==> src/mfmd_pkg.sv <==
`timescale 1ns / 1ps
// ============================================================================
// mfmd_pkg
// Shared types and constants of the length-prefixed message deframer.
// ============================================================================
package mfmd_pkg;

   localparam int COUNT_BITS_DEFAULT  = 16;
   localparam int LENGTH_BITS_DEFAULT = 24;

   localparam int BYTE_BITS        = 8;
   localparam int FRAME_NUM_BITS   = 16;
   localparam int MAX_FRAMES_BITS  = 16;
   localparam int MAX_LENGTH_BITS  = 24;
   localparam int HEADER_BITS      = 32;
   localparam int SHIFT_BITS       = HEADER_BITS - BYTE_BITS;
   localparam int ERROR_BITS       = 2;
   localparam int CSR_INDEX_BITS   = 2;
   localparam int CSR_DATA_BITS    = 24;
   localparam int QUEUE_DEPTH      = 2;

   localparam logic [MAX_FRAMES_BITS-1:0] MAX_FRAMES_RESET = 16'd1024;
   localparam logic [MAX_LENGTH_BITS-1:0] MAX_LENGTH_RESET = 24'd65536;

   // Register indexes of the configuration port.
   localparam logic [CSR_INDEX_BITS-1:0] CSR_MAX_FRAMES       = 2'd0;
   localparam logic [CSR_INDEX_BITS-1:0] CSR_MAX_FRAME_LENGTH = 2'd1;

   typedef enum logic [1:0] {
      PH_COUNT   = 2'd0,
      PH_LENGTH  = 2'd1,
      PH_CONTENT = 2'd2,
      PH_HALT    = 2'd3
   } phase_type;

   typedef enum logic [ERROR_BITS-1:0] {
      ERR_NONE   = 2'd0,
      ERR_COUNT  = 2'd1,
      ERR_LENGTH = 2'd2,
      ERR_DROP   = 2'd3
   } error_type;

   // What one accepted byte turned out to be.
   typedef enum logic [2:0] {
      K_IDLE        = 3'd0,
      K_CONTENT     = 3'd1,
      K_EMPTY_FRAME = 3'd2,
      K_ZERO_MSG    = 3'd3,
      K_ERR_COUNT   = 3'd4,
      K_ERR_LENGTH  = 3'd5,
      K_DROP        = 3'd6
   } kind_type;

   typedef struct packed {
      kind_type                  kind;
      logic [BYTE_BITS-1:0]      data_byte;
      logic [FRAME_NUM_BITS-1:0] frame_number;
      logic                      last_byte;
      logic                      last_frame;
   } entry_type;

   typedef struct packed {
      logic      valid;
      entry_type entry;
   } slot_type;

endpackage

==> src/mfmd_if.sv <==
`timescale 1ns / 1ps
// ============================================================================
// mfmd interfaces
// Valid/ready channels for received bytes, results and register writes.
// ============================================================================
interface mfmd_req_if;
   logic                          valid;
   logic                          ready;
   logic [mfmd_pkg::BYTE_BITS-1:0] data_byte;
   logic                          clear;

   modport source (output valid, output data_byte, output clear, input ready);
   modport sink   (input valid, input data_byte, input clear, output ready);
endinterface

interface mfmd_rsp_if;
   logic                               valid;
   logic                               ready;
   logic [mfmd_pkg::BYTE_BITS-1:0]      content_byte;
   logic                               content_valid;
   logic [mfmd_pkg::FRAME_NUM_BITS-1:0] frame_number;
   logic                               frame_end;
   logic                               message_end;
   logic [mfmd_pkg::ERROR_BITS-1:0]     error_code;

   modport source (output valid, output content_byte, output content_valid,
                   output frame_number, output frame_end, output message_end,
                   output error_code, input ready);
   modport sink   (input valid, input content_byte, input content_valid,
                   input frame_number, input frame_end, input message_end,
                   input error_code, output ready);
endinterface

interface mfmd_csr_if;
   logic                               valid;
   logic                               ready;
   logic [mfmd_pkg::CSR_INDEX_BITS-1:0] index;
   logic [mfmd_pkg::CSR_DATA_BITS-1:0]  data;

   modport source (output valid, output index, output data, input ready);
   modport sink   (input valid, input index, input data, output ready);
endinterface

==> src/mfmd_parser.sv <==
`timescale 1ns / 1ps
// ============================================================================
// mfmd_parser
// Front end: accepts one byte per cycle while the queue has room, tracks headers and frames, and
// classifies each byte into a queue entry. Holds the limit registers.
// ============================================================================
module mfmd_parser #(
   parameter int COUNT_BITS  = mfmd_pkg::COUNT_BITS_DEFAULT,
   parameter int LENGTH_BITS = mfmd_pkg::LENGTH_BITS_DEFAULT
) (
   input  logic              clock,
   input  logic              reset,
   mfmd_req_if.sink          req,
   mfmd_csr_if.sink          csr,
   input  logic              q_ready,
   output mfmd_pkg::slot_type push
);

   localparam int HB = mfmd_pkg::HEADER_BITS;

   mfmd_pkg::phase_type                        phase_ff, phase_in;
   logic [mfmd_pkg::SHIFT_BITS-1:0]            header_shift_ff, header_shift_in;
   logic [1:0]                                 header_seen_ff, header_seen_in;
   logic [COUNT_BITS-1:0]                      frames_left_ff, frames_left_in;
   logic [mfmd_pkg::FRAME_NUM_BITS-1:0]        frame_counter_ff, frame_counter_in;
   logic [LENGTH_BITS-1:0]                     bytes_left_ff, bytes_left_in;
   logic [mfmd_pkg::MAX_FRAMES_BITS-1:0]       max_frames_ff;
   logic [mfmd_pkg::MAX_LENGTH_BITS-1:0]       max_length_ff;

   logic                  accept;
   logic [HB-1:0]         value_w;
   logic                  header_last;
   logic                  value_zero;
   logic                  count_over;
   logic                  length_over;
   logic [COUNT_BITS-1:0] frames_dec;
   logic                  frames_done;
   logic [LENGTH_BITS-1:0] bytes_dec;
   logic                  bytes_done;

   assign req.ready = q_ready;
   assign accept    = req.valid && q_ready;
   assign csr.ready = 1'b1;

   assign value_w     = {header_shift_ff, req.data_byte};
   assign header_last = (header_seen_ff == 2'd3);
   assign value_zero  = (value_w == '0);
   // A value that does not fit in the counter is over its limit as well.
   assign count_over  = (value_w > HB'(max_frames_ff)) || ((value_w >> COUNT_BITS) != '0);
   assign length_over = (value_w > HB'(max_length_ff)) || ((value_w >> LENGTH_BITS) != '0);
   assign frames_dec  = frames_left_ff - COUNT_BITS'(1);
   assign frames_done = (frames_dec == '0);
   assign bytes_dec   = bytes_left_ff - LENGTH_BITS'(1);
   assign bytes_done  = (bytes_dec == '0);

   // Next phase.
   always_comb begin
      phase_in = phase_ff;
      if (accept) begin
         if (req.clear) begin
            phase_in = mfmd_pkg::PH_COUNT;
         end else begin
            unique case (phase_ff)
               mfmd_pkg::PH_COUNT: begin
                  if (header_last) begin
                     if (count_over)      phase_in = mfmd_pkg::PH_HALT;
                     else if (!value_zero) phase_in = mfmd_pkg::PH_LENGTH;
                  end
               end
               mfmd_pkg::PH_LENGTH: begin
                  if (header_last) begin
                     if (length_over)     phase_in = mfmd_pkg::PH_HALT;
                     else if (!value_zero) phase_in = mfmd_pkg::PH_CONTENT;
                     else if (frames_done) phase_in = mfmd_pkg::PH_COUNT;
                  end
               end
               mfmd_pkg::PH_CONTENT: begin
                  if (bytes_done) begin
                     phase_in = frames_done ? mfmd_pkg::PH_COUNT : mfmd_pkg::PH_LENGTH;
                  end
               end
               mfmd_pkg::PH_HALT: phase_in = mfmd_pkg::PH_HALT;
               default:           phase_in = mfmd_pkg::PH_COUNT;
            endcase
         end
      end
   end

   // Counters and the classified entry.
   always_comb begin
      header_shift_in  = header_shift_ff;
      header_seen_in   = header_seen_ff;
      frames_left_in   = frames_left_ff;
      frame_counter_in = frame_counter_ff;
      bytes_left_in    = bytes_left_ff;
      push.valid             = accept;
      push.entry.kind        = mfmd_pkg::K_IDLE;
      push.entry.data_byte   = req.data_byte;
      push.entry.frame_number = frame_counter_ff;
      push.entry.last_byte   = 1'b0;
      push.entry.last_frame  = frames_done;
      if (accept) begin
         if (req.clear) begin
            header_shift_in  = '0;
            header_seen_in   = '0;
            frames_left_in   = '0;
            frame_counter_in = '0;
            bytes_left_in    = '0;
         end else begin
            case (phase_ff) inside
               mfmd_pkg::PH_COUNT, mfmd_pkg::PH_LENGTH: begin
                  if (!header_last) begin
                     header_shift_in = {header_shift_ff[mfmd_pkg::SHIFT_BITS-9:0],
                                        req.data_byte};
                     header_seen_in  = header_seen_ff + 2'd1;
                  end else begin
                     header_shift_in = '0;
                     header_seen_in  = '0;
                     if (phase_ff == mfmd_pkg::PH_COUNT) begin
                        if (count_over) begin
                           push.entry.kind = mfmd_pkg::K_ERR_COUNT;
                        end else if (value_zero) begin
                           push.entry.kind = mfmd_pkg::K_ZERO_MSG;
                        end else begin
                           frames_left_in   = value_w[COUNT_BITS-1:0];
                           frame_counter_in = '0;
                        end
                     end else begin
                        if (length_over) begin
                           push.entry.kind = mfmd_pkg::K_ERR_LENGTH;
                        end else if (value_zero) begin
                           push.entry.kind = mfmd_pkg::K_EMPTY_FRAME;
                           frames_left_in  = frames_dec;
                           frame_counter_in = frames_done ? '0 : frame_counter_ff + 16'd1;
                        end else begin
                           bytes_left_in = value_w[LENGTH_BITS-1:0];
                        end
                     end
                  end
               end
               mfmd_pkg::PH_CONTENT: begin
                  push.entry.kind      = mfmd_pkg::K_CONTENT;
                  push.entry.last_byte = bytes_done;
                  bytes_left_in        = bytes_dec;
                  if (bytes_done) begin
                     frames_left_in   = frames_dec;
                     frame_counter_in = frames_done ? '0 : frame_counter_ff + 16'd1;
                  end
               end
               default: push.entry.kind = mfmd_pkg::K_DROP;
            endcase
         end
      end
   end

   always_ff @(posedge clock) begin
      if (reset) begin
         phase_ff         <= mfmd_pkg::PH_COUNT;
         header_shift_ff  <= '0;
         header_seen_ff   <= '0;
         frames_left_ff   <= '0;
         frame_counter_ff <= '0;
         bytes_left_ff    <= '0;
      end else begin
         phase_ff         <= phase_in;
         header_shift_ff  <= header_shift_in;
         header_seen_ff   <= header_seen_in;
         frames_left_ff   <= frames_left_in;
         frame_counter_ff <= frame_counter_in;
         bytes_left_ff    <= bytes_left_in;
      end
   end

   always_ff @(posedge clock) begin
      if (reset) begin
         max_frames_ff <= mfmd_pkg::MAX_FRAMES_RESET;
         max_length_ff <= mfmd_pkg::MAX_LENGTH_RESET;
      end else if (csr.valid) begin
         unique case (csr.index)
            mfmd_pkg::CSR_MAX_FRAMES:
               max_frames_ff <= csr.data[mfmd_pkg::MAX_FRAMES_BITS-1:0];
            mfmd_pkg::CSR_MAX_FRAME_LENGTH:
               max_length_ff <= csr.data[mfmd_pkg::MAX_LENGTH_BITS-1:0];
            default: ;
         endcase
      end
   end

   // Header bytes are only collected in the two header phases.
   a_seen_in_header: assert property (@(posedge clock) disable iff (reset)
      (phase_ff == mfmd_pkg::PH_CONTENT || phase_ff == mfmd_pkg::PH_HALT)
      |-> header_seen_ff == 2'd0)
      else $error("header byte count left over outside a header");

   a_content_has_bytes: assert property (@(posedge clock) disable iff (reset)
      phase_ff == mfmd_pkg::PH_CONTENT |-> bytes_left_ff != '0)
      else $error("content phase with no bytes left");

   a_frames_pending: assert property (@(posedge clock) disable iff (reset)
      (phase_ff == mfmd_pkg::PH_LENGTH || phase_ff == mfmd_pkg::PH_CONTENT)
      |-> frames_left_ff != '0)
      else $error("frame phase with no frames left");

endmodule

==> src/mfmd_queue.sv <==
`timescale 1ns / 1ps
// ============================================================================
// mfmd_queue
// Short queue of classified entries between the parser and the output stage.
// ============================================================================
module mfmd_queue (
   input  logic               clock,
   input  logic               reset,
   input  mfmd_pkg::slot_type push,
   output logic               q_ready,
   output mfmd_pkg::slot_type head,
   input  logic               pop
);

   localparam int PTR_BITS = $clog2(mfmd_pkg::QUEUE_DEPTH);
   localparam int CNT_BITS = $clog2(mfmd_pkg::QUEUE_DEPTH + 1);

   mfmd_pkg::entry_type  entries_ff [mfmd_pkg::QUEUE_DEPTH];
   logic [PTR_BITS-1:0]  wr_ptr_ff, wr_ptr_in;
   logic [PTR_BITS-1:0]  rd_ptr_ff, rd_ptr_in;
   logic [CNT_BITS-1:0]  count_ff, count_in;
   logic                 do_pop;

   assign q_ready    = (count_ff != CNT_BITS'(mfmd_pkg::QUEUE_DEPTH));
   assign head.valid = (count_ff != '0);
   assign head.entry = entries_ff[rd_ptr_ff];
   assign do_pop     = pop && head.valid;

   always_comb begin
      wr_ptr_in = wr_ptr_ff;
      rd_ptr_in = rd_ptr_ff;
      count_in  = count_ff;
      if (push.valid) begin
         wr_ptr_in = (wr_ptr_ff == PTR_BITS'(mfmd_pkg::QUEUE_DEPTH - 1)) ? '0
                                                                       : wr_ptr_ff + PTR_BITS'(1);
      end
      if (do_pop) begin
         rd_ptr_in = (rd_ptr_ff == PTR_BITS'(mfmd_pkg::QUEUE_DEPTH - 1)) ? '0
                                                                       : rd_ptr_ff + PTR_BITS'(1);
      end
      if (push.valid && !do_pop) count_in = count_ff + CNT_BITS'(1);
      else if (!push.valid && do_pop) count_in = count_ff - CNT_BITS'(1);
   end

   always_ff @(posedge clock) begin
      if (reset) begin
         wr_ptr_ff <= '0;
         rd_ptr_ff <= '0;
         count_ff  <= '0;
      end else begin
         wr_ptr_ff <= wr_ptr_in;
         rd_ptr_ff <= rd_ptr_in;
         count_ff  <= count_in;
      end
   end

   always_ff @(posedge clock) begin
      if (push.valid) entries_ff[wr_ptr_ff] <= push.entry;
   end

   a_no_overflow: assert property (@(posedge clock) disable iff (reset)
      (count_ff == CNT_BITS'(mfmd_pkg::QUEUE_DEPTH) && !do_pop) |=> !$past(push.valid)
      || $past(q_ready))
      else $error("transaction pushed into a full queue");

endmodule

==> src/mfmd_emit.sv <==
`timescale 1ns / 1ps
// ============================================================================
// mfmd_emit
// Back end: expands queue entries into result fields in an output register.
// ============================================================================
module mfmd_emit (
   input  logic               clock,
   input  logic               reset,
   input  mfmd_pkg::slot_type head,
   output logic               pop,
   mfmd_rsp_if.source         rsp
);

   logic                                out_valid_ff;
   logic [mfmd_pkg::BYTE_BITS-1:0]      content_byte_ff, content_byte_in;
   logic                                content_valid_ff, content_valid_in;
   logic [mfmd_pkg::FRAME_NUM_BITS-1:0] frame_number_ff, frame_number_in;
   logic                                frame_end_ff, frame_end_in;
   logic                                message_end_ff, message_end_in;
   mfmd_pkg::error_type                 error_ff, error_in;

   assign pop = head.valid && (!out_valid_ff || rsp.ready);

   always_comb begin
      content_byte_in  = '0;
      content_valid_in = 1'b0;
      frame_number_in  = '0;
      frame_end_in     = 1'b0;
      message_end_in   = 1'b0;
      error_in         = mfmd_pkg::ERR_NONE;
      unique case (head.entry.kind)
         mfmd_pkg::K_CONTENT: begin
            content_byte_in  = head.entry.data_byte;
            content_valid_in = 1'b1;
            frame_number_in  = head.entry.frame_number;
            frame_end_in     = head.entry.last_byte;
            message_end_in   = head.entry.last_byte && head.entry.last_frame;
         end
         mfmd_pkg::K_EMPTY_FRAME: begin
            frame_number_in = head.entry.frame_number;
            frame_end_in    = 1'b1;
            message_end_in  = head.entry.last_frame;
         end
         mfmd_pkg::K_ZERO_MSG:   message_end_in = 1'b1;
         mfmd_pkg::K_ERR_COUNT:  error_in = mfmd_pkg::ERR_COUNT;
         mfmd_pkg::K_ERR_LENGTH: error_in = mfmd_pkg::ERR_LENGTH;
         mfmd_pkg::K_DROP:       error_in = mfmd_pkg::ERR_DROP;
         mfmd_pkg::K_IDLE:       ;
         default:                ;
      endcase
   end

   always_ff @(posedge clock) begin
      if (reset) begin
         out_valid_ff <= 1'b0;
      end else if (pop) begin
         out_valid_ff <= 1'b1;
      end else if (rsp.ready) begin
         out_valid_ff <= 1'b0;
      end
   end

   always_ff @(posedge clock) begin
      if (pop) begin
         content_byte_ff  <= content_byte_in;
         content_valid_ff <= content_valid_in;
         frame_number_ff  <= frame_number_in;
         frame_end_ff     <= frame_end_in;
         message_end_ff   <= message_end_in;
         error_ff         <= error_in;
      end
   end

   assign rsp.valid         = out_valid_ff;
   assign rsp.content_byte  = content_byte_ff;
   assign rsp.content_valid = content_valid_ff;
   assign rsp.frame_number  = frame_number_ff;
   assign rsp.frame_end     = frame_end_ff;
   assign rsp.message_end   = message_end_ff;
   assign rsp.error_code    = error_ff;

   a_error_alone: assert property (@(posedge clock) disable iff (reset)
      (rsp.valid && rsp.error_code != mfmd_pkg::ERR_NONE)
      |-> !rsp.content_valid && !rsp.frame_end && !rsp.message_end)
      else $error("error result carries frame marks");

endmodule

==> src/multi_frame_message_deframer_core.sv <==
`timescale 1ns / 1ps
// ============================================================================
// multi_frame_message_deframer_core
// Length-prefixed message deframer: count header, frames of length + content.
// ============================================================================
// A result passes through a queue entry and then the output register before
// it is valid on the result channel.
// Throughput: one byte per cycle when neither side stalls; the parser updates
// its header and frame counters as each byte is accepted, and a two-entry queue
// decouples it from the output register, so either side may stall without a bubble.
// Reset: synchronous; restores the limit registers and expects a count header.
module multi_frame_message_deframer_core #(
   parameter int COUNT_BITS  = mfmd_pkg::COUNT_BITS_DEFAULT,
   parameter int LENGTH_BITS = mfmd_pkg::LENGTH_BITS_DEFAULT
) (
   input  logic       clock,
   input  logic       reset,
   mfmd_req_if.sink   req_ch,
   mfmd_rsp_if.source rsp_ch,
   mfmd_csr_if.sink   csr_ch
);

   mfmd_pkg::slot_type push;
   mfmd_pkg::slot_type head;
   logic               q_ready;
   logic               pop;

   mfmd_parser #(
      .COUNT_BITS  (COUNT_BITS),
      .LENGTH_BITS (LENGTH_BITS)
   ) u_parser (
      .clock   (clock),
      .reset   (reset),
      .req     (req_ch),
      .csr     (csr_ch),
      .q_ready (q_ready),
      .push    (push)
   );

   mfmd_queue u_queue (
      .clock   (clock),
      .reset   (reset),
      .push    (push),
      .q_ready (q_ready),
      .head    (head),
      .pop     (pop)
   );

   mfmd_emit u_emit (
      .clock (clock),
      .reset (reset),
      .head  (head),
      .pop   (pop),
      .rsp   (rsp_ch)
   );

endmodule

==> src/flat_wrapper.sv <==
// flat-port wrapper written by rule: the top's interface ports become plain ports
module multi_frame_message_deframer_core_flat 
#(
   parameter int COUNT_BITS  = mfmd_pkg::COUNT_BITS_DEFAULT,
   parameter int LENGTH_BITS = mfmd_pkg::LENGTH_BITS_DEFAULT
)
  (clock, reset, req_ch_valid, req_ch_data_byte, req_ch_clear, req_ch_ready, rsp_ch_valid, rsp_ch_content_byte, rsp_ch_content_valid, rsp_ch_frame_number, rsp_ch_frame_end, rsp_ch_message_end, rsp_ch_error_code, rsp_ch_ready, csr_ch_valid, csr_ch_index, csr_ch_data, csr_ch_ready);
  mfmd_req_if req_ch_i ();
  mfmd_rsp_if rsp_ch_i ();
  mfmd_csr_if csr_ch_i ();
  input  logic clock;
  input  logic reset;
  input wire logic [$bits(req_ch_i.valid)-1:0] req_ch_valid;
  input wire logic [$bits(req_ch_i.data_byte)-1:0] req_ch_data_byte;
  input wire logic [$bits(req_ch_i.clear)-1:0] req_ch_clear;
  output wire logic [$bits(req_ch_i.ready)-1:0] req_ch_ready;
  output wire logic [$bits(rsp_ch_i.valid)-1:0] rsp_ch_valid;
  output wire logic [$bits(rsp_ch_i.content_byte)-1:0] rsp_ch_content_byte;
  output wire logic [$bits(rsp_ch_i.content_valid)-1:0] rsp_ch_content_valid;
  output wire logic [$bits(rsp_ch_i.frame_number)-1:0] rsp_ch_frame_number;
  output wire logic [$bits(rsp_ch_i.frame_end)-1:0] rsp_ch_frame_end;
  output wire logic [$bits(rsp_ch_i.message_end)-1:0] rsp_ch_message_end;
  output wire logic [$bits(rsp_ch_i.error_code)-1:0] rsp_ch_error_code;
  input wire logic [$bits(rsp_ch_i.ready)-1:0] rsp_ch_ready;
  input wire logic [$bits(csr_ch_i.valid)-1:0] csr_ch_valid;
  input wire logic [$bits(csr_ch_i.index)-1:0] csr_ch_index;
  input wire logic [$bits(csr_ch_i.data)-1:0] csr_ch_data;
  output wire logic [$bits(csr_ch_i.ready)-1:0] csr_ch_ready;
  assign req_ch_i.valid = req_ch_valid;
  assign req_ch_i.data_byte = req_ch_data_byte;
  assign req_ch_i.clear = req_ch_clear;
  assign req_ch_ready = req_ch_i.ready;
  assign rsp_ch_valid = rsp_ch_i.valid;
  assign rsp_ch_content_byte = rsp_ch_i.content_byte;
  assign rsp_ch_content_valid = rsp_ch_i.content_valid;
  assign rsp_ch_frame_number = rsp_ch_i.frame_number;
  assign rsp_ch_frame_end = rsp_ch_i.frame_end;
  assign rsp_ch_message_end = rsp_ch_i.message_end;
  assign rsp_ch_error_code = rsp_ch_i.error_code;
  assign rsp_ch_i.ready = rsp_ch_ready;
  assign csr_ch_i.valid = csr_ch_valid;
  assign csr_ch_i.index = csr_ch_index;
  assign csr_ch_i.data = csr_ch_data;
  assign csr_ch_ready = csr_ch_i.ready;
  multi_frame_message_deframer_core #(.COUNT_BITS(COUNT_BITS), .LENGTH_BITS(LENGTH_BITS)) u_core (.clock(clock), .reset(reset), .req_ch(req_ch_i), .rsp_ch(rsp_ch_i), .csr_ch(csr_ch_i));
endmodule
==> config.mk <==
export PLATFORM = sky130hd
export DESIGN_NAME = multi_frame_message_deframer_core_flat
export DESIGN_NICKNAME = d
export VERILOG_FILES = /design/src/mfmd_pkg.sv /design/src/mfmd_if.sv /design/src/mfmd_parser.sv /design/src/mfmd_queue.sv /design/src/mfmd_emit.sv /design/src/multi_frame_message_deframer_core.sv /design/src/flat_wrapper.sv
export SDC_FILE = /design/constraint.sdc
export NUM_CORES = 1
export LEC_CHECK = 0
export BUFFER_PORTS_ARGS = -buffer_cell sky130_fd_sc_hd__buf_4
export CAP_MARGIN = 0
export CELL_PAD_IN_SITES_DETAIL_PLACEMENT = 0
export CELL_PAD_IN_SITES_GLOBAL_PLACEMENT = 1
export CORE_MARGIN = 2
export CORE_UTILIZATION = 30
export CTS_BUF_LIST = sky130_fd_sc_hd__clkbuf_2 sky130_fd_sc_hd__clkbuf_4 sky130_fd_sc_hd__clkbuf_8
export CTS_CLUSTER_DIAMETER = 120
export DETAILED_ROUTE_END_ITERATION = 8
export PLACE_DENSITY = 0.68
export RECOVER_POWER = 50
export SYNTH_ARGS = -nofsm -noshare
export SYNTH_HDL_FRONTEND = slang
export SYNTH_HIERARCHICAL = 1
export SYNTH_SLANG_ARGS = --single-unit
==> constraint.sdc <==
create_clock -name clock -period 2.8 [get_ports clock]
set_input_delay 0.42 -clock clock [delete_from_list [all_inputs] [get_ports clock]]
set_output_delay 0.42 -clock clock [all_outputs]
set_load 0.05 [all_outputs]
Yosys cells after proc, flatten, opt, wreduce, memory -nomap -nowiden
Memories as Yosys holds them, arrays and structs flattened. A register that Yosys moved wholly into a read port is not among the register bits.
Index checks and enable logic that the tools add are counted.
Widths: inputs -> output; s select.
{ "op_classes": {"addsub": 8, "mul": 0, "div_mod_pow": 0, "magnitude_cmp": 2, "eq_ne": 25, "shifts": 0, "muxes": 73, "bitwise_logic": 0, "reduce_logical": 33} }
{ "ops": {"columns": ["op", "n"], "rows": [
  ["$mux 16", 21],
  ["$mux 24", 10],
  ["$reduce_bool 32->1", 2],
  ["$gt 32x16->1", 1],
  ["$gt 32x24->1", 1],
  ["$logic_not 32->1", 1],
  ["$mux 2", 16],
  ["$logic_not 24->1", 1],
  ["$mux 3", 8],
  ["$sub 24x1->24 const B", 1],
  ["$ne 3x3->1 const B", 7],
  ["$ne 4x4->1 const B", 5],
  ["$add 16x1->16 const B", 1],
  ["$logic_not 16->1", 1],
  ["$sub 16x1->16 const B", 1],
  ["$mux 1", 14],
  ["$reduce_and 6->1", 2],
  ["$eq 3x3->1 const B", 3],
  ["$pmux 2 s4", 1],
  ["$reduce_and 8->1", 1],
  ["$reduce_bool 2->1", 4],
  ["$eq 2x2->1 const B", 3],
  ["$eq 3x2->1 const B", 2],
  ["$logic_and 1x1->1", 6],
  ["other kinds (16)", 28]
]} }
{ "word_totals": {"reg_bits": 158, "latch_bits": 0, "ram_bits": 58, "romBits": 0, "out_inout_bits": 32, "memories": 1} }
{ "mem_list": {"columns": ["name", "words", "width", "rd", "rd_clocked_by_memory_dff", "wr", "line", "text"], "rows": [
  ["u_core.u_queue.entries_ff", 2, 29, 1, 1, 1, "mfmd_queue.sv:18", "mfmd_pkg::entry_type entries_ff [mfmd_pkg::QUEUE_DEPTH];"]
]} }

Depth between registers and ports, before layout
Gate-level depths: netlist of run 1.
{ "depth": {"depth_word": 9, "ltp_mapped": 13, "depth_no_buf": 11} }

Hierarchy
The synthesis of run 1 kept the hierarchy.
{ "by_module_without_submodules": {"columns": ["module", "n_inst", "cells_each", "area_each_um2", "seq_area_each_um2"], "rows": [
  ["mfmd_parser", 1, 1038, 7609.8, 2482.4],
  ["mfmd_queue", 1, 112, 2298.5, 1841.8],
  ["mfmd_emit", 1, 71, 1226.2, 890.9]
]} }

Least setup slack after synthesis of run 1
No wires, ideal clock.
{ "synth_timing": {"kind": "flip-flop to flip-flop", "start": "register u_core/u_parser/header_shift_ff[6] (netlist bit)", "end": "register u_core/u_parser/frame_counter_ff[14] (netlist bit)", "arrival_ps": 2894, "setup_slack_ps": -164, "stages_incl_launch_ff": 12, "path_buffers": 1, "period_less_slack_ps": 2964, "path_cell_list": "dfxtp_1 ha_1 nand4_1 or4_1 nor4_1 mux2i_1 a21oi_1 o21a_1 o21ai_2 buf_6 or4_1 a21oi_1"} }
{ "synth_between": {"elab_chain_cells": 4, "elab_cells_between_ends": 10, "cone_classes": "2 x order compare; 4 x eq/ne; 4 x reduce/logical"} }
{ "synth_lines": {"columns": ["element", "line", "text"], "rows": [
  ["start: declaration", "mfmd_parser.sv:22", "logic [mfmd_pkg::SHIFT_BITS-1:0] header_shift_ff, header_shift_in;"],
  ["start signal: assignment", "mfmd_parser.sv:166", "header_shift_ff <= header_shift_in;"],
  ["$gt 32x24->1 / $gt 32x16->1 (equally long branches)", "mfmd_parser.sv:50, mfmd_parser.sv:49", null],
  ["$logic_or 1x1->1, on equally long branches", "mfmd_parser.sv:50, mfmd_parser.sv:49", null],
  ["$ne 4x4->1 (no source line)", null, null],
  ["$reduce_and 8->1 (no source line) (*)", null, null],
  ["end signal: assignment", "mfmd_parser.sv:169", "frame_counter_ff <= frame_counter_in;"],
  ["end: declaration", "mfmd_parser.sv:25", "logic [mfmd_pkg::FRAME_NUM_BITS-1:0] frame_counter_ff, frame_counter_in;"]
]} }
Every way passes the cells marked *; elsewhere a longest branch is shown, timed or not.
A chain may end at the register's enable or synchronous reset.

Final worst setup path of run 1
{ "layout_timing": {"start": "register u_core.u_parser.bytes_left_ff[1]", "end": "register u_core/u_parser/frame_counter_ff[15] (netlist bit)"} }
{ "layout_between": {"elab_chain_cells": 4} }
{ "layout_lines": {"columns": ["element", "line", "text"], "rows": [
  ["start: declaration", "mfmd_parser.sv:26", "logic [LENGTH_BITS-1:0] bytes_left_ff, bytes_left_in;"],
  ["start signal: assignment", "mfmd_parser.sv:170", "bytes_left_ff <= bytes_left_in;"],
  ["$sub 24x1->24", "mfmd_parser.sv:53", "assign bytes_dec = bytes_left_ff - LENGTH_BITS'(1);"],
  ["$logic_not 24->1", "mfmd_parser.sv:54", "assign bytes_done = (bytes_dec == '0);"],
  ["$reduce_bool 3->1 (no source line)", null, null],
  ["$reduce_and 8->1 (no source line)", null, null]
]} }
No other way between the ends.

==> reports/results.md, run 1 <==
| Result | Value | Unit |
| --- | --- | --- |
| Maximum number of pins on one net before global-route repair | 53 | - |
| Worst-margin pin slew | 0.990 | ns |
| Type of the tightest min-delay check | in -> reg | - |
| Placed Cells | 1835 | - |
| Violated checks | negative setup slack | - |
| CTS tree | built | - |
| Worst Clk Skew | 0.0282 | ns |
| Post-synth ARST share | 0 | % |
| Final routed wire length divided by cell count | 16.7 | um |
| Detailed Route WL | 32300 | um |
| GR Util met1 | 23.8 | % |
| Worst relative slew slack | 33.7 | % |
| Initial antenna violation count | 0 | - |
| Total of endpoints with negative setup slack in the final report | 51 | - |
| Arrival time at the worst endpoint | 3.46 | ns |
| Yosys top cell by area | sky130_fd_sc_hd__edfxtp_1 | - |
| Depth of the CTS H-tree | 2 | - |
| Root Buffer Master | sky130_fd_sc_hd__clkbuf_8 | - |
| Gate count after technology mapping | 1221 | - |
| Area added between synthesis and finish | 34.1 | % |
| Synth top area cells | sky130_fd_sc_hd__edfxtp_1, sky130_fd_sc_hd__dfxtp_1, sky130_fd_sc_hd__a21oi_1 | - |
| Warnings from Yosys | 6 | - |
| Min setup slack post-route | -0.168 | ns |
| Detailed Routing Iterations Pass 1 | 5 | - |
| Count of hold buffers inserted by post-cts repair | 0 | - |
| Final nets | 1524 | - |
| Critical path startpoint category | register | - |
| Drc violations | 0 | - |
| Synthesized cell area | 0.0111 | mm2 |
| Met2 layer usage reported by global route | 25.5 | % |
| Register bit total from synthesis | 217 | - |
| Most frequent standard cell in the layout excluding fill and tap cells | sky130_fd_sc_hd__buf_4 | - |
| Fraction of final layout cells sized beyond drive strength 1 | 32.1 | % |
| Worst-case vdd ir drop | 0.000327 | V |
| Skew-Pair Late Insertion Delay | 0.57 | ns |
| Clk buf depth | 3 | - |
| Final critical-path required period | 2.97 | ns |
| Type of the setup path with the least slack | reg -> reg | - |
| Number of max-capacitance violations reported | 0 | - |
| Die outline width | 197 | um |
| Clock sink count | 217 | - |
| Full die area | 0.0387 | mm2 |
| Top FF cell, synth | sky130_fd_sc_hd__dfxtp_1 | - |
| First-iteration detailed-routing DRC count | 680 | - |
| Result of the run | finished with violations | - |
| Vias in the first global route | 9538 | - |
| TritonCTS Buffers | 40 | - |
| Antenna diode count | 0 | - |
| Clock-pin transition on the worst setup and hold timing paths | 0.06 | ns |
| Commonest cells after routing, fill and taps aside | sky130_fd_sc_hd__buf_4, sky130_fd_sc_hd__nand2_1, sky130_fd_sc_hd__a21oi_1 | - |
| Fraction of synthesized cell area taken by the top area cell type | 23.5 | % |
| I/O pin total | 72 | - |
| Global-route wire length before repair | 51600 | um |
| Met3 track demand over resource in global routing | 2.69 | % |
| Mean number of vias per cell | 5.02 | - |
| Power density of the placed cells | 775 | mW/mm2 |
| Detailed-route via count | 9731 | - |
| Sequential area share after synthesis | 46.8 | % |
| Die boundary height | 197 | um |
| Count of endpoints failing hold in the final timing report | 0 | - |
| Distinct cells, synth | 71 | - |
| Highest clock frequency the design can meet | 0.337 | GHz |
| Global route total overflow | 0 | - |
| Placement Rows | 70 | - |
| Initial Util | 30.4 | % |
| Busiest metal layer after global routing | met2 | - |
| Type of element capturing the critical path | register | - |
| Leakage power of the design | 5.63 | nW |
| Overall track demand over capacity in global routing | 16.6 | % |
| Number of max-slew violations in the final report | 0 | - |
| Unrepaired setup endpoints after global routing | true | - |
| Fillcell total | 3637 | - |
| Detailed Place HPWL | 21600 | um |
| Max FO, Critical Path | 6 | - |
| Antenna Nets Post-Route | 0 | - |
| Number of synthesized flops with an enable pin | 87 | - |
| Post-Syn Nets | 1308 | - |
| Worst-case hold slack | 0.0656 | ns |
| Filler-free cell count of the finished design | 1937 | - |
| Slack of the worst reg-to-reg path | -0.17 | ns |
| Final clock period utilization by the worst path | 106 | % |
| Average instance area after synthesis | 9.12 | um2 |
| Required time of the worst setup path | 3.30 | ns |
| Number of port buffers | 70 | - |
| Global placement routability congestion | 0.824 | - |
| Standard cell core area | 0.0366 | mm2 |
-- registers in the layout, indices dropped and copies added, names as in the netlist, 2 cells and up, named ones only --
| name | count |
|---|---|
| u_core/u_parser/frames_left_ff | 16 |
| u_core/u_parser/bytes_left_ff | 24 |
| u_core/u_emit/rsp.error_code | 2 |
| u_core/u_queue/count_ff | 2 |
| u_core/u_emit/rsp.content_byte | 8 |
| u_core/u_queue/entries_ff | 58 |
| u_core/u_parser/phase_ff | 2 |
| u_core/u_parser/header_shift_ff | 24 |
| u_core/u_parser/frame_counter_ff | 16 |
| u_core/u_parser/max_length_ff | 24 |
| u_core/u_parser/max_frames_ff | 16 |
| u_core/u_parser/header_seen_ff | 2 |
| u_core/u_emit/rsp.frame_number | 16 |
-- cell families (layout without fill, tap and decap cells) --
kind of cell | count (synthesis) | in the layout | synth area share (%)
AOI/OAI and AO/OA | 268 | 269 | 14.1
xor gates and xnor gates | 25 | 25 | 2.03
adders and majority gates | 47 | 47 | 5.28
buffers and inverters | 136 | 383 | 5.36
DFF | 217 | 217 | 46.8
muxes | 33 | 33 | 3.30
other | 1 | 1 | 0.0337
and+or+nand+nor | 494 | 494 | 23.0
-- per-stage QoR --
stage          cell area [um2]  TNS, ns  power [mW]  util (%)  setup WS, ns
2_1_floorplan            11100  -0.0222        6.62         -       -0.0111
4_1_cts                  14400    -7.31        11.5      39.4        -0.215
6_report                 14900    -3.48        11.6      40.8        -0.168
5_1_grt                  14900   -11.07        12.2      40.8        -0.291
3_5_place_dp             13100   -18.85        7.92      35.7        -0.470
3_3_place_gp             13100   -15.67        7.89      35.7        -0.393
-- area by class of cell --
type | count | area [um2] | area share (%)
clock buffer | 55 | 707 | 4.74
clock inverter | 19 | 165 | 1.11
inverter | 56 | 213 | 1.42
multi-input combinational | 869 | 5980 | 40.1
sequential | 217 | 5220 | 35.0
tap | 468 | 586 | 3.92
timing repair buffer | 253 | 2050 | 13.7
-- critical path: stages, from the launching register on --
cell and delay (ns):
sky130_fd_sc_hd__dfxtp_2 0.32, sky130_fd_sc_hd__inv_2 0.07, sky130_fd_sc_hd__ha_4 0.14, sky130_fd_sc_hd__nor4b_4 0.29
sky130_fd_sc_hd__and4b_2 0.33, sky130_fd_sc_hd__nand3b_1 0.13, sky130_fd_sc_hd__xor2_2 0.26, sky130_fd_sc_hd__nand3_2 0.15
sky130_fd_sc_hd__o31ai_4 0.27, sky130_fd_sc_hd__buf_6 0.16, sky130_fd_sc_hd__o21ai_4 0.11, sky130_fd_sc_hd__or4_4 0.53
sky130_fd_sc_hd__a21oi_2 0.14
-- synthesized netlist by cell type, types with 5 or more instances --
cell type and number:
sky130_fd_sc_hd__nand2b_1 16, sky130_fd_sc_hd__ha_1 47, sky130_fd_sc_hd__a211o_1 6, sky130_fd_sc_hd__nor2_1 98, sky130_fd_sc_hd__and3_1 13, sky130_fd_sc_hd__edfxtp_1 87, sky130_fd_sc_hd__nor2b_1 8, sky130_fd_sc_hd__a22oi_1 5
sky130_fd_sc_hd__o31ai_1 6, sky130_fd_sc_hd__and2_1 12, sky130_fd_sc_hd__nand2_1 158, sky130_fd_sc_hd__a2111oi_0 7, sky130_fd_sc_hd__nand4b_1 11, sky130_fd_sc_hd__a211oi_1 6, sky130_fd_sc_hd__nor3b_1 9, sky130_fd_sc_hd__or4_1 8
sky130_fd_sc_hd__dfxtp_1 130, sky130_fd_sc_hd__o21ai_0 48, sky130_fd_sc_hd__inv_1 55, sky130_fd_sc_hd__nor3_1 33, sky130_fd_sc_hd__clkbuf_1 55, sky130_fd_sc_hd__xnor2_1 15, sky130_fd_sc_hd__buf_4 13, sky130_fd_sc_hd__mux2_2 29
sky130_fd_sc_hd__nand3_1 39, sky130_fd_sc_hd__nand3b_1 8, sky130_fd_sc_hd__nor4_1 20, sky130_fd_sc_hd__xor2_1 9, sky130_fd_sc_hd__nand4_1 13, sky130_fd_sc_hd__or2_2 6, sky130_fd_sc_hd__or3_1 15, sky130_fd_sc_hd__buf_2 6
sky130_fd_sc_hd__nor3b_2 11, sky130_fd_sc_hd__o32ai_1 6, sky130_fd_sc_hd__a221oi_1 7, sky130_fd_sc_hd__a21oi_1 153
-- final timing paths --
kind / startpoint / to / depth (start not counted)
worst min-delay path: csr_ch_data[16] / u_core/u_parser/max_length_ff[16] / 2
worst min register to register: u_core/u_parser/max_length_ff[2] / u_core/u_parser/max_length_ff[2] / 2
worst max register to register: u_core/u_parser/bytes_left_ff[1] / u_core/u_parser/frame_counter_ff[15] / 12
worst max-delay path: u_core/u_parser/bytes_left_ff[1] / u_core/u_parser/frame_counter_ff[15] / 12
-- power by group --
part / total (mW) / internal (mW) / switching (mW)
logic: 4.28 / 1.67 / 2.61
clock network: 3.27 / 1.85 / 1.43
registers: 4.01 / 3.84 / 0.171
-- routing by layer --
layer,up-vias,wire length [um]
met3,44,1610
li1,4799,-
met1,4667,15800
met2,221,14300
met5,-,0
met4,0,568
-- what timing repair did --
item,4_1_cts,5_1_grt
cloned,5,2
gates resized for setup,85,94
pin swaps,33,50
endpoints found under the setup margin,60,64
buffers inserted,11,11
Power figures use the tool's default switching activity.
==> inputs of run 2 (changes only) <==
--- a/config.mk
+++ b/config.mk
@@ -5,11 +5,11 @@
 export SDC_FILE = /design/constraint.sdc
 export NUM_CORES = 1
 export LEC_CHECK = 0
-export BUFFER_PORTS_ARGS = -buffer_cell sky130_fd_sc_hd__buf_4
+export BUFFER_PORTS_ARGS = -buffer_cell sky130_fd_sc_hd__buf_2
 export CAP_MARGIN = 0
 export CELL_PAD_IN_SITES_DETAIL_PLACEMENT = 0
 export CELL_PAD_IN_SITES_GLOBAL_PLACEMENT = 1
-export CORE_MARGIN = 2
+export CORE_MARGIN = 1.5
 export CORE_UTILIZATION = 30
 export CTS_BUF_LIST = sky130_fd_sc_hd__clkbuf_2 sky130_fd_sc_hd__clkbuf_4 sky130_fd_sc_hd__clkbuf_8
 export CTS_CLUSTER_DIAMETER = 120
==> run 2 against run 1 <==
Sequential power barely moved. Global-route usage barely moved. Worst hold slack improved by 0.0090 ns. Clock skew rose by 0.0053 ns. Largest power group unchanged. Core utilization rose by 0.10 points. Sequential share of layout area barely moved. The run still ends with negative setup slack left. Clock power rose by 3%. Wire length rose by 2.5%. Flip-flop and latch count did not move. Power rose by 0.43%.
==> reports/results.md, run 2 (synthesis results as in run 1) <==
| Result | Value | Unit | Change |
| --- | --- | --- | --- |
| Result of the run | finished with violations | - |  |
| Violated checks | negative setup slack | - |  |
| Required time of the worst setup path | 3.21 | ns | -0.09 ns |
| CTS tree | built | - |  |
| Type of the tightest min-delay check | in -> reg | - |  |
| Overall track demand over capacity in global routing | 16.6 | % | about the same |
| Total length of routed met3 wires | 1690 | um | +5.0% |
| Standard cell core area | 0.0366 | mm2 | unchanged |
| Global route total overflow | 0 | - | unchanged |
| Skew-Pair Late Insertion Delay | 0.56 | ns | about the same |
| Leakage power of the design | 5.65 | nW | +0.27% |
| Clock-pin transition on the worst setup and hold timing paths | 0.06 | ns | about the same |
| Most frequent standard cell in the layout excluding fill and tap cells | sky130_fd_sc_hd__buf_4 | - |  |
| Arrival time at the worst endpoint | 3.52 | ns | +0.06 ns |
| Register containing the most flip-flops in the final layout | u_core/u_queue/entries_ff | - |  |
| Fillcell total | 3711 | - | +2.0% |
| Detailed Routing Iterations Pass 1 | 5 | - | unchanged |
| Final critical-path required period | 3.11 | ns | +0.138 ns |
| Proportion of total power due to net switching | 36.4 | % | about the same |
| Drc violations | 0 | - | unchanged |
| Final nets | 1529 | - | +0.33% |
| Count of hold buffers inserted by post-cts repair | 0 | - | unchanged |
| Number of max-capacitance violations reported | 0 | - | unchanged |
| Die outline width | 196 | um | -0.51% |
| Detailed Route WL | 33100 | um | +2.5% |
| Net Sw Power | 4.23 | mW | +0.38% |
| Number of max-slew violations in the final report | 0 | - | unchanged |
| Initial Util | 30.4 | % | unchanged |
| TritonCTS Buffers | 40 | - | unchanged |
| Clk buf depth | 3 | - | unchanged |
| Power density of the placed cells | 776 | mW/mm2 | +0.18% |
| Flip-flop count of the largest register after layout | 58 | - | unchanged |
| Placement Rows | 70 | - | unchanged |
| First-iteration detailed-routing DRC count | 594 | - | -13% |
| Global placement routability congestion | 0.876 | - | +6.3% |
| Min setup slack post-route | -0.306 | ns | -0.138 ns |
| Register Area | 0.00523 | mm2 | +0.12% |
| Worst relative slew slack | 2.03 | % | -32 points |
| Antenna Nets Post-Route | 0 | - | unchanged |
| Initial antenna violation count | 0 | - | unchanged |
| Number of port buffers | 70 | - | unchanged |
| Share of the core filled with cells in the final layout | 40.9 | % | +0.10 points |
| Detailed Place HPWL | 21900 | um | +1.5% |
| Vias in the first global route | 9144 | - | -4.1% |
| Final clock period utilization by the worst path | 111 | % | +4.9 points |
| Maximum number of pins on one net before global-route repair | 106 | - | +100% |
| Sum of routed wire segments on met1 | 16600 | um | +4.6% |
| Commonest cells after routing, fill and taps aside | sky130_fd_sc_hd__buf_4, sky130_fd_sc_hd__nand2_1, sky130_fd_sc_hd__a21oi_1 | - |  |
| Count of endpoints failing hold in the final timing report | 0 | - | unchanged |
| Max FO, Critical Path | 8 | - | +2 |
| Type of element capturing the critical path | register | - |  |
| Total of endpoints with negative setup slack in the final report | 58 | - | +14% |
| I/O pin total | 72 | - | unchanged |
| Global-route wire length before repair | 50800 | um | -1.7% |
| Depth of the CTS H-tree | 2 | - | unchanged |
| Worst-margin pin slew | 1.47 | ns | +0.479 ns |
| Slack of the worst reg-to-reg path | -0.31 | ns | -0.14 ns |
| Antenna diode count | 0 | - | unchanged |
| Part of the power in combinational logic | 36.4 | % | -0.6 points |
| Filler-free cell count of the finished design | 1940 | - | +0.15% |
| Critical path startpoint category | register | - |  |
| Sum of met2 wire segment lengths after detailed routing | 14300 | um | -0.35% |
| Area taken by multi-input logic gates | 0.00612 | mm2 | +2.3% |
| Highest clock frequency the design can meet | 0.322 | GHz | -4.5% |
| Full die area | 0.0383 | mm2 | -1.0% |
| Fraction of final layout cells sized beyond drive strength 1 | 32.7 | % | +0.61 points |
| Worst-case vdd ir drop | 0.000329 | V | +0.39% |
| Flop pwr share | 34.6 | % | about the same |
| Worst-case hold slack | 0.0747 | ns | +0.00903 ns |
| Final routed wire length divided by cell count | 17.1 | um | +2.4% |
| Uppermost layer routed | met4 | - |  |
| Clock sink count | 217 | - | unchanged |
| Root Buffer Master | sky130_fd_sc_hd__clkbuf_8 | - |  |
| Worst Clk Skew | 0.0335 | ns | +0.00533 ns |
| Proportion of power drawn by the clock network | 29.0 | % | +0.7 points |
| Unrepaired setup endpoints after global routing | true | - |  |
| Die boundary height | 196 | um | -0.51% |
| Internal power | 7.39 | mW | +0.46% |
| Placed Cells | 1844 | - | +0.49% |
| Mean number of vias per cell | 5.00 | - | -0.52% |
| Type of the setup path with the least slack | reg -> reg | - |  |
| Area added between synthesis and finish | 34.4 | % |  |
| Detailed-route via count | 9695 | - | -0.37% |
[run 2: changes by cell type in the layout (fill, tap and decap cells not counted), moves of 6 or more]
cell and change:
sky130_fd_sc_hd__buf_4 -51, sky130_fd_sc_hd__a221oi_2 -6, sky130_fd_sc_hd__buf_6 -7, sky130_fd_sc_hd__clkbuf_1 +16, sky130_fd_sc_hd__buf_2 +46
[run 2: per-layer routing]
layer | up-vias | GRT usage, %
met5 | - | 0
met4 | 0 | 4.67
met3 | 55 | 3.56
met2 | 236 | 25.0
met1 | 4602 | 23.9
li1 | 4802 | -
[run 2: metrics by stage]
stage	power (mW)	area (um2)	setup TNS (ns)	setup WS, ns
2_1_floorplan	6.62	11100	-0.0222	-0.0111
3_3_place_gp	7.78	13000	-17.04	-0.423
3_5_place_dp	7.82	13000	-19.91	-0.461
4_1_cts	11.3	14200	-6.96	-0.212
5_1_grt	12.2	15000	-14.35	-0.340
6_report	11.6	15000	-11.60	-0.306
[run 2: path summary, 6_finish.rpt]
path	start	end	cells past startpoint
max reg2reg	u_core/u_parser/max_length_ff[9]	u_core/u_parser/bytes_left_ff[13]	12
min	csr_ch_data[16]	u_core/u_parser/max_length_ff[16]	2
max	u_core/u_parser/max_length_ff[9]	u_core/u_parser/bytes_left_ff[13]	12
min reg2reg	u_core/u_parser/header_shift_ff[17]	u_core/u_parser/header_shift_ff[17]	2
[run 2: cell type report]
cell class,count,share of cell area (%)
repair buffers,259,12.9
clock buffers,59,4.97
well taps,468,3.91
inverters,56,1.40
multi-input cells,868,40.9
clock inverters,13,0.995
flip-flops and latches,217,34.9
[run 2: what timing repair did]
item / CTS / global route
setup endpoints to repair: 60 / 64
setup buffers: 9 / 13
gates cloned: 1 / 5
pin swaps: 13 / 58
gates resized for setup: 53 / 137
[run 2: critical path, cell delays in order (launching register included)]
cell	delay, ns
sky130_fd_sc_hd__dfxtp_2	0.33
sky130_fd_sc_hd__inv_2	0.04
sky130_fd_sc_hd__ha_4	0.26
sky130_fd_sc_hd__nand4_1	0.22
sky130_fd_sc_hd__or4_4	0.63
sky130_fd_sc_hd__o2111ai_4	0.28
sky130_fd_sc_hd__a211oi_2	0.11
sky130_fd_sc_hd__buf_4	0.15
sky130_fd_sc_hd__o31ai_4	0.44
sky130_fd_sc_hd__clkbuf_16	0.27
sky130_fd_sc_hd__a2111oi_4	0.06
sky130_fd_sc_hd__a21oi_1	0.15
sky130_fd_sc_hd__nor2_1	0.05
[run 2: power groups by stage]
stage | clock, mW | combinational (mW) | sequential [mW]
floorplan | 0 | 1.77 | 4.85
global placement | 0 | 3.73 | 4.05
detailed placement | 0 | 3.75 | 4.07
CTS | 3.45 | 3.86 | 4.00
global route | 3.60 | 4.50 | 4.06
finish | 3.37 | 4.23 | 4.02
==> inputs of run 3 (changes only) <==
--- a/config.mk
+++ b/config.mk
@@ -10,11 +10,11 @@
 export CELL_PAD_IN_SITES_DETAIL_PLACEMENT = 0
 export CELL_PAD_IN_SITES_GLOBAL_PLACEMENT = 1
 export CORE_MARGIN = 1.5
-export CORE_UTILIZATION = 30
+export CORE_UTILIZATION = 25
 export CTS_BUF_LIST = sky130_fd_sc_hd__clkbuf_2 sky130_fd_sc_hd__clkbuf_4 sky130_fd_sc_hd__clkbuf_8
 export CTS_CLUSTER_DIAMETER = 120
 export DETAILED_ROUTE_END_ITERATION = 8
-export PLACE_DENSITY = 0.68
+export PLACE_DENSITY = 0.6
 export RECOVER_POWER = 50
 export SYNTH_ARGS = -nofsm -noshare
 export SYNTH_HDL_FRONTEND = slang
==> run 3 against run 2 <==
The flow still finishes with violations (negative setup slack). First-iteration DRC count increased by 14%. Via count is 2.7% higher. Core utilization decreased by 6.6 points. Clock skew decreased by 0.0016 ns. Non-clock buffer count rose by 23. Power decreased by 0.55%. Die area rose by 20%. Flip-flop and latch count is the same. Combinational power decreased by 0.9%. Wire length increased by 5.2%. Register-to-register slack improved by 0.14 ns. Critical path type unchanged. Critical endpoint is now u_core/u_parser/bytes_left_ff[14]. Largest cell class unchanged.
==> reports/results.md, run 3 (synthesis results as in run 1) <==
| Result | Value | Unit | Change |
| --- | --- | --- | --- |
| Root Buffer Master | sky130_fd_sc_hd__clkbuf_8 | - |  |
| Worst stage delay on the critical path | 0.50 | ns | -0.13 ns |
| Commonest cells after routing, fill and taps aside | sky130_fd_sc_hd__buf_4, sky130_fd_sc_hd__nand2_1, sky130_fd_sc_hd__a21oi_1 | - |  |
| Count of endpoints failing hold in the final timing report | 0 | - | unchanged |
| Result of the run | finished with violations | - |  |
| Filler-free cell count of the finished design | 2095 | - | +8.0% |
| Area taken by multi-input logic gates | 0.00590 | mm2 | -3.5% |
| Detailed Routing Iterations Pass 1 | 5 | - | unchanged |
| Min setup slack post-route | -0.166 | ns | +0.140 ns |
| Leakage power of the design | 5.66 | nW | +0.15% |
| Highest clock frequency the design can meet | 0.337 | GHz | +4.7% |
| Worst Clk Skew | 0.0318 | ns | -0.00164 ns |
| Detailed Place HPWL | 22600 | um | +2.9% |
| Unrepaired setup endpoints after global routing | true | - |  |
| Worst-margin pin slew | 1.46 | ns | -0.0110 ns |
| TritonCTS Buffers | 42 | - | +5.0% |
| Final clock period utilization by the worst path | 106 | % | -5.0 points |
| Violated checks | negative setup slack | - |  |
| Global route total overflow | 0 | - | unchanged |
| Clock sink count | 217 | - | unchanged |
| Depth of the CTS H-tree | 2 | - | unchanged |
| Share of the core filled with cells in the final layout | 34.2 | % | -6.6 points |
| Final nets | 1555 | - | +1.7% |
| Die outline width | 214 | um | +9.4% |
| Number of buffer and inverter stages on the critical path | 5 | - | +2 |
| Number of max-capacitance violations reported | 0 | - | unchanged |
| Total of endpoints with negative setup slack in the final report | 53 | - | -8.6% |
| Final routed wire length divided by cell count | 16.7 | um | -2.5% |
| Required time of the worst setup path | 3.26 | ns | +0.05 ns |
| Maximum number of pins on one net before global-route repair | 101 | - | -4.7% |
| Fillcell total | 4632 | - | +25% |
| Clock-pin transition on the worst setup and hold timing paths | 0.06 | ns | about the same |
| Antenna Nets Post-Route | 0 | - | unchanged |
| Final critical-path required period | 2.97 | ns | -0.140 ns |
| Detailed Route WL | 34900 | um | +5.2% |
| Vias in the first global route | 9790 | - | +7.1% |
| Area added between synthesis and finish | 35.7 | % |  |
| Number of port buffers | 70 | - | unchanged |
| Family with the most delay on the worst path | compound AO/OA/AOI/OAI gates | - |  |
| Flip-flop count of the largest register after layout | 58 | - | unchanged |
| Global placement routability congestion | 0.797 | - | -9.1% |
| Mean number of vias per cell | 4.75 | - | -4.9% |
| Critical path startpoint category | register | - |  |
| Placed Cells | 1971 | - | +6.9% |
| Most frequent standard cell in the layout excluding fill and tap cells | sky130_fd_sc_hd__buf_4 | - |  |
| Type of the setup path with the least slack | reg -> reg | - |  |
| Global-route wire length before repair | 54800 | um | +7.9% |
| Die boundary height | 214 | um | +9.4% |
| Drc violations | 0 | - | unchanged |
| Type of the tightest min-delay check | in -> reg | - |  |
| Full die area | 0.0458 | mm2 | +20% |
| Cells along the critical path | inv_2 > ha_4 > nand4_1 > or4_4 > buf_4 > o2111ai_4 > a211oi_2 > o31ai_4 > buf_12 > buf_4 > buf_16 > a2111oi_4 > a21oi_1 > nor2_1 | - |  |
| Fraction of final layout cells sized beyond drive strength 1 | 30.8 | % | -1.9 points |
| Crit-path most repeated cell | sky130_fd_sc_hd__buf_4 | - |  |
| First-iteration detailed-routing DRC count | 675 | - | +14% |
| Worst relative slew slack | 2.77 | % | +0.73 points |
| I/O pin total | 72 | - | unchanged |
| Initial antenna violation count | 2 | - | +2 |
| Detailed-route via count | 9955 | - | +2.7% |
| Clk buf depth | 3 | - | unchanged |
| Number of max-slew violations in the final report | 0 | - | unchanged |
| CTS tree | built | - |  |
| Power density of the placed cells | 764 | mW/mm2 | -1.5% |
| Register Area | 0.00524 | mm2 | +0.14% |
| Initial Util | 25.2 | % | -5.2 points |
| Critical-path top delay cell | sky130_fd_sc_hd__or4_4 | - |  |
| Arrival time at the worst endpoint | 3.43 | ns | -0.09 ns |
| Placement Rows | 77 | - | +10% |
| Worst-case vdd ir drop | 0.000462 | V | +41% |
| Register containing the most flip-flops in the final layout | u_core/u_queue/entries_ff | - |  |
| Standard cell core area | 0.0441 | mm2 | +21% |
| Max FO, Critical Path | 6 | - | -2 |
| Type of element capturing the critical path | register | - |  |
| Overall track demand over capacity in global routing | 15.1 | % | -1.5 points |
| Skew-Pair Late Insertion Delay | 0.61 | ns | +0.05 ns |
-- run 3: changes by cell type in the layout (fill, tap and decap cells not counted), moves of 5 or more --
cell,delta
sky130_fd_sc_hd__o21ai_1,-6
sky130_fd_sc_hd__a21oi_2,-13
sky130_fd_sc_hd__nor3_1,+6
sky130_fd_sc_hd__buf_4,+15
sky130_fd_sc_hd__nor2_1,+5
sky130_fd_sc_hd__clkinv_1,+5
sky130_fd_sc_hd__nor3_2,-7
sky130_fd_sc_hd__o21ai_0,+15
sky130_fd_sc_hd__o21ai_2,-8
sky130_fd_sc_hd__clkbuf_16,-5
sky130_fd_sc_hd__a21oi_1,+13
sky130_fd_sc_hd__a221oi_1,+5
sky130_fd_sc_hd__buf_12,+5
-- run 3: timing repair --
action / in CTS / in global routing
setup buffers: 34 / 7
pin swaps: 39 / 8
hold buffers: 1 / 0
endpoints found under the setup margin: 63 / 60
cloned: 6 / 2
hold endpoints to repair: 1 / 0
gates resized for setup: 106 / 26
-- run 3: worst reg2reg max path, stage by stage, from the launching register on --
cell and delay [ns]:
sky130_fd_sc_hd__dfxtp_2 0.33, sky130_fd_sc_hd__inv_2 0.05, sky130_fd_sc_hd__ha_4 0.25, sky130_fd_sc_hd__nand4_1 0.20
sky130_fd_sc_hd__or4_4 0.50, sky130_fd_sc_hd__buf_4 0.16, sky130_fd_sc_hd__o2111ai_4 0.24, sky130_fd_sc_hd__a211oi_2 0.13
sky130_fd_sc_hd__o31ai_4 0.30, sky130_fd_sc_hd__buf_12 0.18, sky130_fd_sc_hd__buf_4 0.14, sky130_fd_sc_hd__buf_16 0.13
sky130_fd_sc_hd__a2111oi_4 0.04, sky130_fd_sc_hd__a21oi_1 0.14, sky130_fd_sc_hd__nor2_1 0.05
-- run 3: final timing paths --
kind	startpoint	slack (ns)	end	depth (start not counted)
worst max-delay path	u_core/u_parser/max_length_ff[14]	-0.17	u_core/u_parser/bytes_left_ff[14]	14
worst min-delay path	csr_ch_data[10]	0.04	u_core/u_parser/max_frames_ff[10]	2
worst max register to register	u_core/u_parser/max_length_ff[14]	-0.17	u_core/u_parser/bytes_left_ff[14]	14
worst min register to register	u_core/u_parser/max_frames_ff[13]	0.45	u_core/u_parser/max_frames_ff[13]	2
-- run 3: where the power goes --
group | internal, mW | leakage, nW | switching [mW] | total [mW]
logic | 1.57 | 3.29 | 2.62 | 4.19
clock network | 1.85 | 0.463 | 1.48 | 3.33
registers | 3.85 | 1.90 | 0.173 | 4.02
total | 7.28 | 5.66 | 4.27 | 11.5
-- run 3: area by class of cell --
cell class	count	area share (%)
timing repair buffer	282	14.1
sequential	217	34.7
inverter	56	1.39
tap	592	4.90
multi-input combinational	869	39.1
clock inverter	17	0.820
antenna	2	0.0331
clock buffer	60	5.01
-- run 3: per-stage QoR --
| step | power [mW] | setup TNS, ns | setup slack [ns] | hold slack, ns | area, um2 |
|---|---|---|---|---|---|
| finish | 11.5 | -3.82 | -0.166 | 0.0417 | 15100 |
| global route | 12.1 | -12.77 | -0.315 | 0.0297 | 15100 |
| CTS | 11.6 | -1.51 | -0.118 | 0.00485 | 15000 |
| detailed placement | 7.85 | -20.83 | -0.523 | 0.447 | 13200 |
| global placement | 7.82 | -15.06 | -0.416 | 0.442 | 13200 |
| floorplan | 6.62 | -0.0222 | -0.0111 | 0.432 | 11100 |
-- run 3: layer usage --
| layer | up-vias | share of wire (%) | wire length [um] | global-route usage [%] |
|---|---|---|---|---|
| li1 | 4878 | - | - | - |
| met1 | 4771 | 50 | 17400 | 21.2 |
| met2 | 254 | 43 | 14800 | 22.5 |
| met3 | 50 | 5.4 | 1870 | 3.45 |
| met4 | 2 | 2.2 | 776 | 5.39 |
| met5 | - | 0.032 | 11 | 0 |
